`src/sv/kwm_pkg.sv`:
```
// ----------------------------------------------------------------------------
// kwm_pkg
// Shared constants, types and helpers for the k-way timestamp merge core.
// ----------------------------------------------------------------------------
package kwm_pkg;

  localparam int NUM_STREAMS  = 8;
  localparam int STREAM_DEPTH = 256;

  localparam int TIME_W = 64;
  localparam int PAY_W  = 32;
  localparam int SIDX_W = 3;

  // stream select, FIFO pointer, fill count and store address widths
  localparam int SW = (NUM_STREAMS > 1) ? $clog2(NUM_STREAMS) : 1;
  localparam int PW = (STREAM_DEPTH > 1) ? $clog2(STREAM_DEPTH) : 1;
  localparam int CW = $clog2(STREAM_DEPTH + 1);
  localparam int AW = SW + PW;

  localparam int LAST_STREAM = NUM_STREAMS - 1;

  // request type codes
  localparam logic REQ_PUSH = 1'b0;
  localparam logic REQ_PULL = 1'b1;

  typedef struct packed {
    logic [TIME_W-1:0] time_v;
    logic [PAY_W-1:0]  payload;
  } ev_t;

  // compare unit controls
  typedef struct packed {
    logic          clr;
    logic          en;
    logic [SW-1:0] stream;
    logic [PW-1:0] ptr;
  } cmp_ctrl_t;

  // running winner of a scan
  typedef struct packed {
    logic          found;
    logic [SW-1:0] stream;
    logic [PW-1:0] ptr;
    ev_t           ev;
  } best_t;

  function automatic logic [PW-1:0] next_ptr(input logic [PW-1:0] p);
    logic [PW-1:0] r;
    if (p == PW'(STREAM_DEPTH - 1)) r = '0;
    else r = p + 1'b1;
    return r;
  endfunction

endpackage

```
`src/sv/kwm_min_unit.sv`:
```
// ----------------------------------------------------------------------------
// kwm_min_unit
// Shared 64-bit compare unit; keeps the earliest head seen during a scan.
// ----------------------------------------------------------------------------
module kwm_min_unit (
  input  logic               clk,
  input  logic               rst_n,
  input  kwm_pkg::cmp_ctrl_t ctrl,
  input  kwm_pkg::ev_t       cand,
  output kwm_pkg::best_t     best
);

  logic                      found_r;
  logic [kwm_pkg::SW-1:0]    stream_r;
  logic [kwm_pkg::PW-1:0]    ptr_r;
  kwm_pkg::ev_t              ev_r;
  logic                      take;

  // strict less-than: on equal times the lower stream, scanned first, stays
  assign take = ctrl.en && (!found_r || (cand.time_v < ev_r.time_v));

  always_ff @(posedge clk) begin
    if (!rst_n) begin
      found_r <= 1'b0;
    end else if (ctrl.clr) begin
      found_r <= 1'b0;
    end else if (take) begin
      found_r <= 1'b1;
    end
  end

  always_ff @(posedge clk) begin
    if (take) begin
      stream_r <= ctrl.stream;
      ptr_r    <= ctrl.ptr;
      ev_r     <= cand;
    end
  end

  assign best.found  = found_r;
  assign best.stream = stream_r;
  assign best.ptr    = ptr_r;
  assign best.ev     = ev_r;

endmodule

```
`config.mk`:
```
export PLATFORM = sky130hd
export DESIGN_NAME = kwm_min_unit
export DESIGN_NICKNAME = d
export VERILOG_FILES = /design/src/sv/kwm_pkg.sv /design/src/sv/kwm_min_unit.sv
export SDC_FILE = /design/constraint.sdc
export NUM_CORES = 1
export LEC_CHECK = 0
export BUFFER_PORTS_ARGS = -buffer_cell sky130_fd_sc_hd__clkbuf_2
export CELL_PAD_IN_SITES_DETAIL_PLACEMENT = 0
export CELL_PAD_IN_SITES_GLOBAL_PLACEMENT = 1
export CORE_ASPECT_RATIO = 1.4
export CORE_MARGIN = 8
export CORE_UTILIZATION = 33
export DETAILED_ROUTE_END_ITERATION = 7
export MAX_ROUTING_LAYER = met4
export PLACE_DENSITY = 0.84
export SETUP_SLACK_MARGIN = 0.5
export SYNTH_ARGS = -nofsm -noshare
export SYNTH_HDL_FRONTEND = slang
export SYNTH_SLANG_ARGS = --single-unit
```
`constraint.sdc`:
```
create_clock -name clk -period 4.4 [get_ports clk]
set_input_delay 0.44 -clock clk [delete_from_list [all_inputs] [get_ports clk]]
set_output_delay 0.44 -clock clk [all_outputs]
set_load 0.01 [all_outputs]
```
== After elaboration in Yosys (flattened, before gate mapping) ==
Cells that the tools add are included.

* Mux-type cells: 0
* Divide/modulo/power cells: 0
* Shifts and indexed selects: 0
* Magnitude comparators: 1
* Multipliers: 0
* Equality and inequality tests: 0
* Bitwise gates (word level): 1
* Reduce and logical (&&, ||, !) cells: 4
* Add/subtract/negate cells: 0

{| class="wikitable"
|+ Operators by type and width
! kind !! count
|-
| 64-bit < comparator || 1
|-
| 2-bit OR reduction || 1
|-
| 1-bit logical AND || 1
|-
| 1-bit logical NOT || 1
|-
| 1-bit logical OR || 1
|-
| 1-bit NOT || 1
|}

* Bits in latches: 0
* RAM bits: 0
* Register bits: 108
* Bits in read-only memories: 0
* Memories: 0
* Word-level logic and storage cells: 11
* Output and inout bits: 108

== Logic depth before layout (Yosys ltp) ==
Gate-level depths: netlist (run 1).

* Word-level depth: 3
* Gate-level depth with buffers: 8

== Least setup slack after synthesis (run 1) ==
Ideal clock, no wire load.

* Path type: input to register
* Start: input port cand[51] in the netlist's numbering
* End: register ev_r, in the netlist best[0], enable pin
* Buffers on the path: 0
* Arrival: 4275 ps
* Library setup time: 479 ps
* Path slack: -354 ps
* Cell stages on the path: 7
* Required time: 3921 ps
* Path through: ha_1 > a21oi_2 > o21ai_1 > a221o_1 > a2111oi_2 > a21o_1 > and3_1

* Cells in the longest elaborated chain, start to end: 3

{| class="wikitable"
|+ RTL lines
! element !! line !! text
|-
| start: declaration || kwm_min_unit.sv:9 || <nowiki>input kwm_pkg::ev_t cand,</nowiki>
|-
| 64-bit < comparator || kwm_min_unit.sv:20 || <nowiki>assign take = ctrl.en && (!found_r || (cand.time_v < ev_r.time_v));</nowiki>
|-
| 1-bit logical OR || kwm_min_unit.sv:20 ||
|-
| 1-bit logical AND || kwm_min_unit.sv:20 ||
|-
| named net take || kwm_min_unit.sv:17 || <nowiki>logic take;</nowiki>
|-
| end signal: assignment || kwm_min_unit.sv:36 || <nowiki>ev_r <= cand;</nowiki>
|-
| end: declaration || kwm_min_unit.sv:16 || <nowiki>kwm_pkg::ev_t ev_r;</nowiki>
|}

The timed path passes the listed nets, and every way through them passes these cells.
A chain may end at the register's enable or synchronous reset.

== Worst setup path after layout (run 1) ==
* Start: register ev_r, in the netlist best[49]
* End: register ev_r, in the netlist best[54], enable pin

* Cells in the longest elaborated chain, start to end: 3

{| class="wikitable"
|+ RTL lines
! element !! line
|-
| 64-bit < comparator || kwm_min_unit.sv:20
|-
| 1-bit logical OR || kwm_min_unit.sv:20
|-
| 1-bit logical AND || kwm_min_unit.sv:20
|-
| named net take || kwm_min_unit.sv:17
|}

The timed path passes the listed nets, and every way through them passes these cells.

==> results.toml, run 1 <==
[yosys]
synth_edf_count = 107
syn-instance-count = 339
yosysWarnings = 0
synth_seq_cells = 108
synth_flop_cell = "edfxtp_1"
syn_nets = 513
async_reset_ff_share_pct = 0
ys_seq_area_share_pct = 66.5
synth_cell_types = 30
syn_area_per_cell_um2 = 14.3
synth.cell_area_um2 = 4860

[clock_network]
postCtsSetupBuffers = 0
cts_buffers = 9
h-tree-depth = 3
clk_pin_slew_worst_paths_ns = 0.07
clock-sinks = 108
cts_tree = "yes"
cts.repair.resized = 0
cts_root_buffer = "clkbuf_16"
hold_buffers = 0
clkLatencyLatePin_ns = 0.35
cts_buffer_depth = 2

[cells_and_area]
final_util_pct = 45.1
layout-drive-gt1-share_pct = 41.6
final_area_um2 = 6510
fillers = 1374
syn2layout_area_growth_pct = 33.8
final_nets = 743
diodes = 0

[floorplan]
fp.dieW_um = 119
coreArea_um2 = 14400
initial_core_util_pct = 33.7
die_area_um2 = 18900
fp-row-count = 52
num_io_pins = 219
die_y_um = 160

[timing]
setup_viol = 0
tightest_slew_ns = 0.557
grt_setup_unrepaired = "no"
tns_ns = 0
max_slew_margin_pct = 62.9
final_hold_viol_count = 0
slew_viol_final = 0
period_minus_slack_ns = 3.10
finalCritPeriodShare_pct = 70.4
fmax_mhz = 323
finClkSkew_ns = 0.0148

[worst_setup_path]
worstSetupStartpointType = "flip-flop"
worstSetupEndpointType = "flip-flop"
regToRegStartpoint = "best[49]"
crit_arrival_ns = 3.12
rr_worst_depth = 9
cp_max_fo = 38
worstSetupPathType = "flip-flop to flip-flop"
r2r-end = "best[54]"
reg2reg_setup_slack_ns = 1.30
crit_required_ns = 4.42

[pwr]
power_density_nw_per_um2 = 383
peakVddDrop_v = 0.000179
p_leak_nw = 3.16

[grt]
grt_start_max_net_pins = 50
antenna_found_initial = 0
grt_pass1_wl_um = 20400
use_met3_pct = 3.39
grt-busiest-layer = "met2"
track_usage_pct = 13.9
grt_pass1_vias = 3902
grt_remaining_overflow = 0
grt_use_met2_pct = 24.8
grtUsageMet1_pct = 14.4

[placement]
gpl.final_weighted_congestion = 0.798
io_buffers = 218
dp_hpwl_um = 10700
post_dp_cell_area_um2 = 6220

[min_path]
hold_end = "found_r"
holdPathStages = 2
hold_class = "primary input to flip-flop"
hold_start = "ctrl[12]"

[drt]
routedWlPerCell_um = 16.7
viasPerCell = 4.58
drc_errors = 0
vias = 3491
drtPass1Iterations = 4
ant_nets = 0
routed_wl_um = 12700
dr.first_iter.drc_count = 192

[run_status]
status = "finished, final reports clean"

[job]
maxCapViolations = 0
per-stage QoR:
step	hold WS, ns	power (W)	worst slack (ns)	cells
CTS	0.243	0.00253	1.23	763
floorplan	0.481	0.00152	0.849	339
detailed placement	0.517	0.00174	1.08	747
finish	0.255	0.00249	1.30	763
global route	0.241	0.00262	1.02	763
global placement	0.502	0.00172	1.13	747
cell usage after synthesis, types with 4 or more instances:
master / instances / area [µm²]
nand3_1: 8 / 40.0
nand4_1: 12 / 75.1
inv_1: 65 / 244
o21ai_0: 7 / 35.0
nand2b_1: 4 / 25.0
a21oi_1: 23 / 115
ha_1: 63 / 788
nor2_1: 5 / 18.8
nand2_1: 13 / 48.8
edfxtp_1: 107 / 3210
a21o_1: 7 / 52.6
registers in the layout, indices dropped and copies added, names as in the netlist:
register / cells
ptr_r: 8
found_r: 1
best: 96
stream_r: 3
where the power goes:
group,switching [W],internal [W]
Sequential,0.0000388,0.00125
Clock,0.000390,0.000399
Combinational,0.000244,0.000173
worst max-delay path by stage:
| stage | from | slack, ns | to | cells after the start |
|---|---|---|---|---|
| 3_3_place_gp | cand[33] | 1.13 | best[48] | 8 |
| 2_1_floorplan | cand[51] | 0.85 | best[0] | 7 |
| 3_5_place_dp | cand[46] | 1.08 | best[49] | 9 |
| 4_1_cts | best[33] | 1.23 | best[52] | 8 |
| 5_1_grt | best[49] | 1.02 | best[54] | 9 |
| 6_report | best[49] | 1.30 | best[54] | 9 |
per-layer routing:
metal  vias up  wire length, µm
li1       1706                -
met1      1634             4960
met2       132             6740
met3        19              707
met4         0              312
met5         -                0
worst max-delay path, stage by stage, from the launching register on:
cell,delay [ns]
edfxtp_1,0.39
inv_1,0.07
ha_1,0.23
a21oi_1,0.15
o21ai_1,0.08
a221o_1,0.36
a2111oi_2,0.36
a21o_1,0.17
and3_4,0.55
buf_4,0.40
layout by cell type, fill, tap and decap left out, types with 2 or more instances in the layout:
cell | Yosys | final
ha_1 | 63 | 63
edfxtp_1 | 107 | 107
nor2b_1 | 2 | 2
inv_1 | 65 | 65
nor2_1 | 5 | 5
nand3_1 | 8 | 8
and4_1 | 2 | 2
a31oi_1 | 2 | 2
nand2b_1 | 4 | 4
a21oi_1 | 23 | 23
nand4_1 | 12 | 12
inv_8 | 0 | 2
nor3_1 | 2 | 2
clkbuf_2 | 0 | 218
a2111oi_2 | 2 | 2
a21o_1 | 7 | 7
o21ai_0 | 7 | 7
clkbuf_16 | 0 | 9
nand2_1 | 13 | 13
logic make-up (layout without fill, tap and decap cells):
logic type               after synthesis  in the layout  share of synthesized area, %
adder cells (fa/ha/maj)               63             63                          16.2
buffers and inverters                 66            301                          5.17
flip-flops                           108            108                          66.5
AND/OR/NAND/NOR                       54             54                          5.89
AO/OA/AOI/OAI                         48             48                          6.25
final cells by class:
type / count / area, µm² / area share [%]
clock inverters: 7 / 67.6 / 1.04
multi-input cells: 165 / 1380 / 21.3
flip-flops and latches: 108 / 3230 / 49.7
repair buffers: 220 / 1120 / 17.2
clock buffers: 9 / 225 / 3.46
inverters: 65 / 244 / 3.75
well taps: 189 / 236 / 3.63
No activity file was read; power rests on OpenSTA's default activity.
==> run 2: changes to the inputs <==
--- a/config.mk
+++ b/config.mk
@@ -5,15 +5,16 @@
 export SDC_FILE = /design/constraint.sdc
 export NUM_CORES = 1
 export LEC_CHECK = 0
+export ABC_AREA = 1
 export BUFFER_PORTS_ARGS = -buffer_cell sky130_fd_sc_hd__clkbuf_2
 export CELL_PAD_IN_SITES_DETAIL_PLACEMENT = 0
 export CELL_PAD_IN_SITES_GLOBAL_PLACEMENT = 1
 export CORE_ASPECT_RATIO = 1.4
 export CORE_MARGIN = 8
-export CORE_UTILIZATION = 33
+export CORE_UTILIZATION = 36
 export DETAILED_ROUTE_END_ITERATION = 7
 export MAX_ROUTING_LAYER = met4
-export PLACE_DENSITY = 0.84
+export PLACE_DENSITY = 0.88
 export SETUP_SLACK_MARGIN = 0.5
 export SYNTH_ARGS = -nofsm -noshare
 export SYNTH_HDL_FRONTEND = slang
==> constraint.sdc (replaced) <==
create_clock -name clk -period 3.1 [get_ports clk]
set_input_delay 0.31 -clock clk [delete_from_list [all_inputs] [get_ports clk]]
set_output_delay 0.31 -clock clk [all_outputs]
set_load 0.01 [all_outputs]
==> run 2 against run 1 <==
Against the previous run:
- design area rose by 1.5%
- area after synthesis rose by 1.2%
- sequential share of layout area fell by 0.74 points
- cell count rose by 4.5%
- non-clock buffer count did not move
- die area fell by 6.4%
- first-iteration DRC count fell by 22%
- critical path depth rose by 5
- highest routed layer unchanged
==> results.toml, run 2 <==
[run_status]
status = "finished, final reports clean"

[yosys]
netlist.area_leader.share_pct = 65.3
syn_area_per_cell_um2 = 13.0
syn-instance-count = 378
syn_nets = 552
ys_seq_area_share_pct = 65.7
synthTopCellsByCount = "107 x edfxtp_1, 75 x inv_1, 63 x ha_1"
synth_seq_cells = 108
synth_area_leaders = "edfxtp_1 65%, ha_1 16%, inv_1 5.7%"
yosysWarnings = 0
yosysMostFrequentCell = "edfxtp_1"
synth_flop_cell = "edfxtp_1"
async_reset_ff_share_pct = 0
synth_top_cell_by_area = "edfxtp_1"
synth_cell_types = 18
synth.cell_area_um2 = 4920
synth_edf_count = 107

[job]
maxCapViolations = 0

[grt]
grt_start_max_net_pins = 84
track_usage_pct = 14.0
grt_pass1_vias = 3758
antenna_found_initial = 2
grt_pass1_wl_um = 18700
grt_remaining_overflow = 0

[drt]
ant_nets = 0
dr.first_iter.drc_count = 149
viasPerCell = 4.49
routedWlPerCell_um = 15.4
drc_errors = 0
routed_wl_um = 12300
vias = 3575
drtPass1Iterations = 4

[timing]
max_slew_margin_pct = 72.7
fmax_mhz = 406
setup_viol = 0
grt_setup_unrepaired = "yes"
final_hold_viol_count = 0
tns_ns = 0
fin_ws_ns = 0.637
timing.hold.ws_ns = 0.120
period_minus_slack_ns = 2.46
finClkSkew_ns = 0.0162
tightest_slew_ns = 0.410
finalCritPeriodShare_pct = 79.4
slew_viol_final = 0

[pwr]
swShare_pct = 26.1
p_seq_share_pct = 51.9
peakVddDrop_v = 0.000256
power.switching_w = 0.000878
p_leak_nw = 3.26
p_int_w = 0.00249
power.share.clock_pct = 34.4
comb_power_share_pct = 13.7
power_density_nw_per_um2 = 510

[clock_network]
cts_tree = "yes"
cts_buffer_depth = 2
cts_buffers = 9
clkLatencyLatePin_ns = 0.35
h-tree-depth = 3
postCtsSetupBuffers = 0
clk_pin_slew_worst_paths_ns = 0.09
clock-sinks = 108
cts_root_buffer = "clkbuf_16"

[worst_setup_path]
regToRegStartpoint = "best[37]"
critPathBufInv = 2
cp_max_fo = 83
crit_family = "simple AND/OR/NAND/NOR gates"
worstSetupEndpointType = "flip-flop"
crit_arrival_ns = 2.46
reg2reg_setup_slack_ns = 0.64
worstSetupPathType = "flip-flop to flip-flop"
crit_required_ns = 3.10
cp-startpoint = "best[37]"
cpMostUsedCell = "nand2_1"
worstSetupStartpointType = "flip-flop"
cp_slowest_stage_delay_ns = 0.42
worstPathCellList = "inv_1 > ha_4 > a21oi_2 > nor2_1 > nor3_2 > nand2_1 > nand2_1 > nand2_1 > nand2_1 > nand2_1 > nand2_1 > nand2_2 > a21oi_4 > clkbuf_16"
crit_slowest_cell = "edfxtp_1"

[cells_and_area]
final_area_um2 = 6610
largest_reg_flops = 96
final_nets = 782
fillers = 1271
syn2layout_area_growth_pct = 34.2
layout_common_cells = "218 x clkbuf_2, 107 x edfxtp_1, 75 x inv_1, 62 x ha_1, 54 x nand2_1"
final_util_pct = 49.4
layout_commonest_cell = "clkbuf_2"
layout-drive-gt1-share_pct = 40.3

[placement]
dp_slack_ns = 0.619
post_dp_cell_area_um2 = 6280
io_buffers = 218
gpl.final_weighted_congestion = 0.831
dp_hpwl_um = 10400

[min_path]
hold_start = "ctrl[12]"
hold_class = "primary input to flip-flop"

[floorplan]
fp-row-count = 50
num_io_pins = 219
coreArea_um2 = 13400
die_y_um = 154
initial_core_util_pct = 36.8
die_area_um2 = 17700
fp.dieW_um = 115
==> run 2: worst paths after layout <==
check / endpoint / cells past startpoint
worst max register to register: best[45] / 14
worst min-delay path: found_r / 2
worst min register to register: found_r / 2
worst max-delay path: best[45] / 14
==> run 2: cell families (layout without fill, tap and decap cells) <==
logic type	count (synthesis)	in the layout	synth area share, %
flops	108	108	65.7
buf+inv	76	311	5.87
other cells	0	2	0
simple gates	87	87	7.40
compound gates	44	44	5.03
fa+ha+maj	63	63	16.0
==> run 2: what timing repair did <==
action,4_1_cts,5_1_grt
resized for setup,0,2
hold buffers,0,0
endpoints found under the setup margin,0,83
==> run 2: cell type report <==
type | instances | area, µm² | area share, %
clock buffers | 9 | 225 | 3.41
multi-input cells | 194 | 1420 | 21.5
repair buffers | 220 | 1120 | 17.0
diodes | 2 | 5.00 | 0.0757
clock inverters | 7 | 88.8 | 1.34
flip-flops and latches | 108 | 3230 | 48.9
inverters | 75 | 282 | 4.26
well taps | 182 | 228 | 3.45
==> run 2: worst reg2reg max path: cells and delay by family (launching register included) <==
family | cells | cell delay [ns]
buf+inv | 2 | 0.49
fa+ha+maj | 1 | 0.20
simple gates | 9 | 0.66
flops | 1 | 0.42
compound gates | 2 | 0.28
==> run 2: per-layer routing <==
layer | GRT usage (%) | share of wire, % | wire length [µm]
met1 | 14.2 | 37 | 4550
met2 | 24.9 | 53 | 6500
met3 | 3.27 | 7.4 | 904
met4 | 6.09 | 2.5 | 308
met5 | - | 0 | 0
==> run 2: stage by stage <==
stage          total power (W)  instances
2_1_floorplan          0.00202        378
4_1_cts                0.00343        795
5_1_grt                0.00353        797
3_5_place_dp           0.00226        779
3_3_place_gp           0.00224        779
6_report               0.00337        797
==> run 2: power groups by stage <==
stage	combinational (W)	clock (W)	sequential [W]
6_report	0.000461	0.00116	0.00175
5_1_grt	0.000523	0.00124	0.00176
4_1_cts	0.000473	0.00120	0.00175
3_5_place_dp	0.000472	0	0.00178
3_3_place_gp	0.000457	0	0.00178
2_1_floorplan	0.000194	0	0.00183
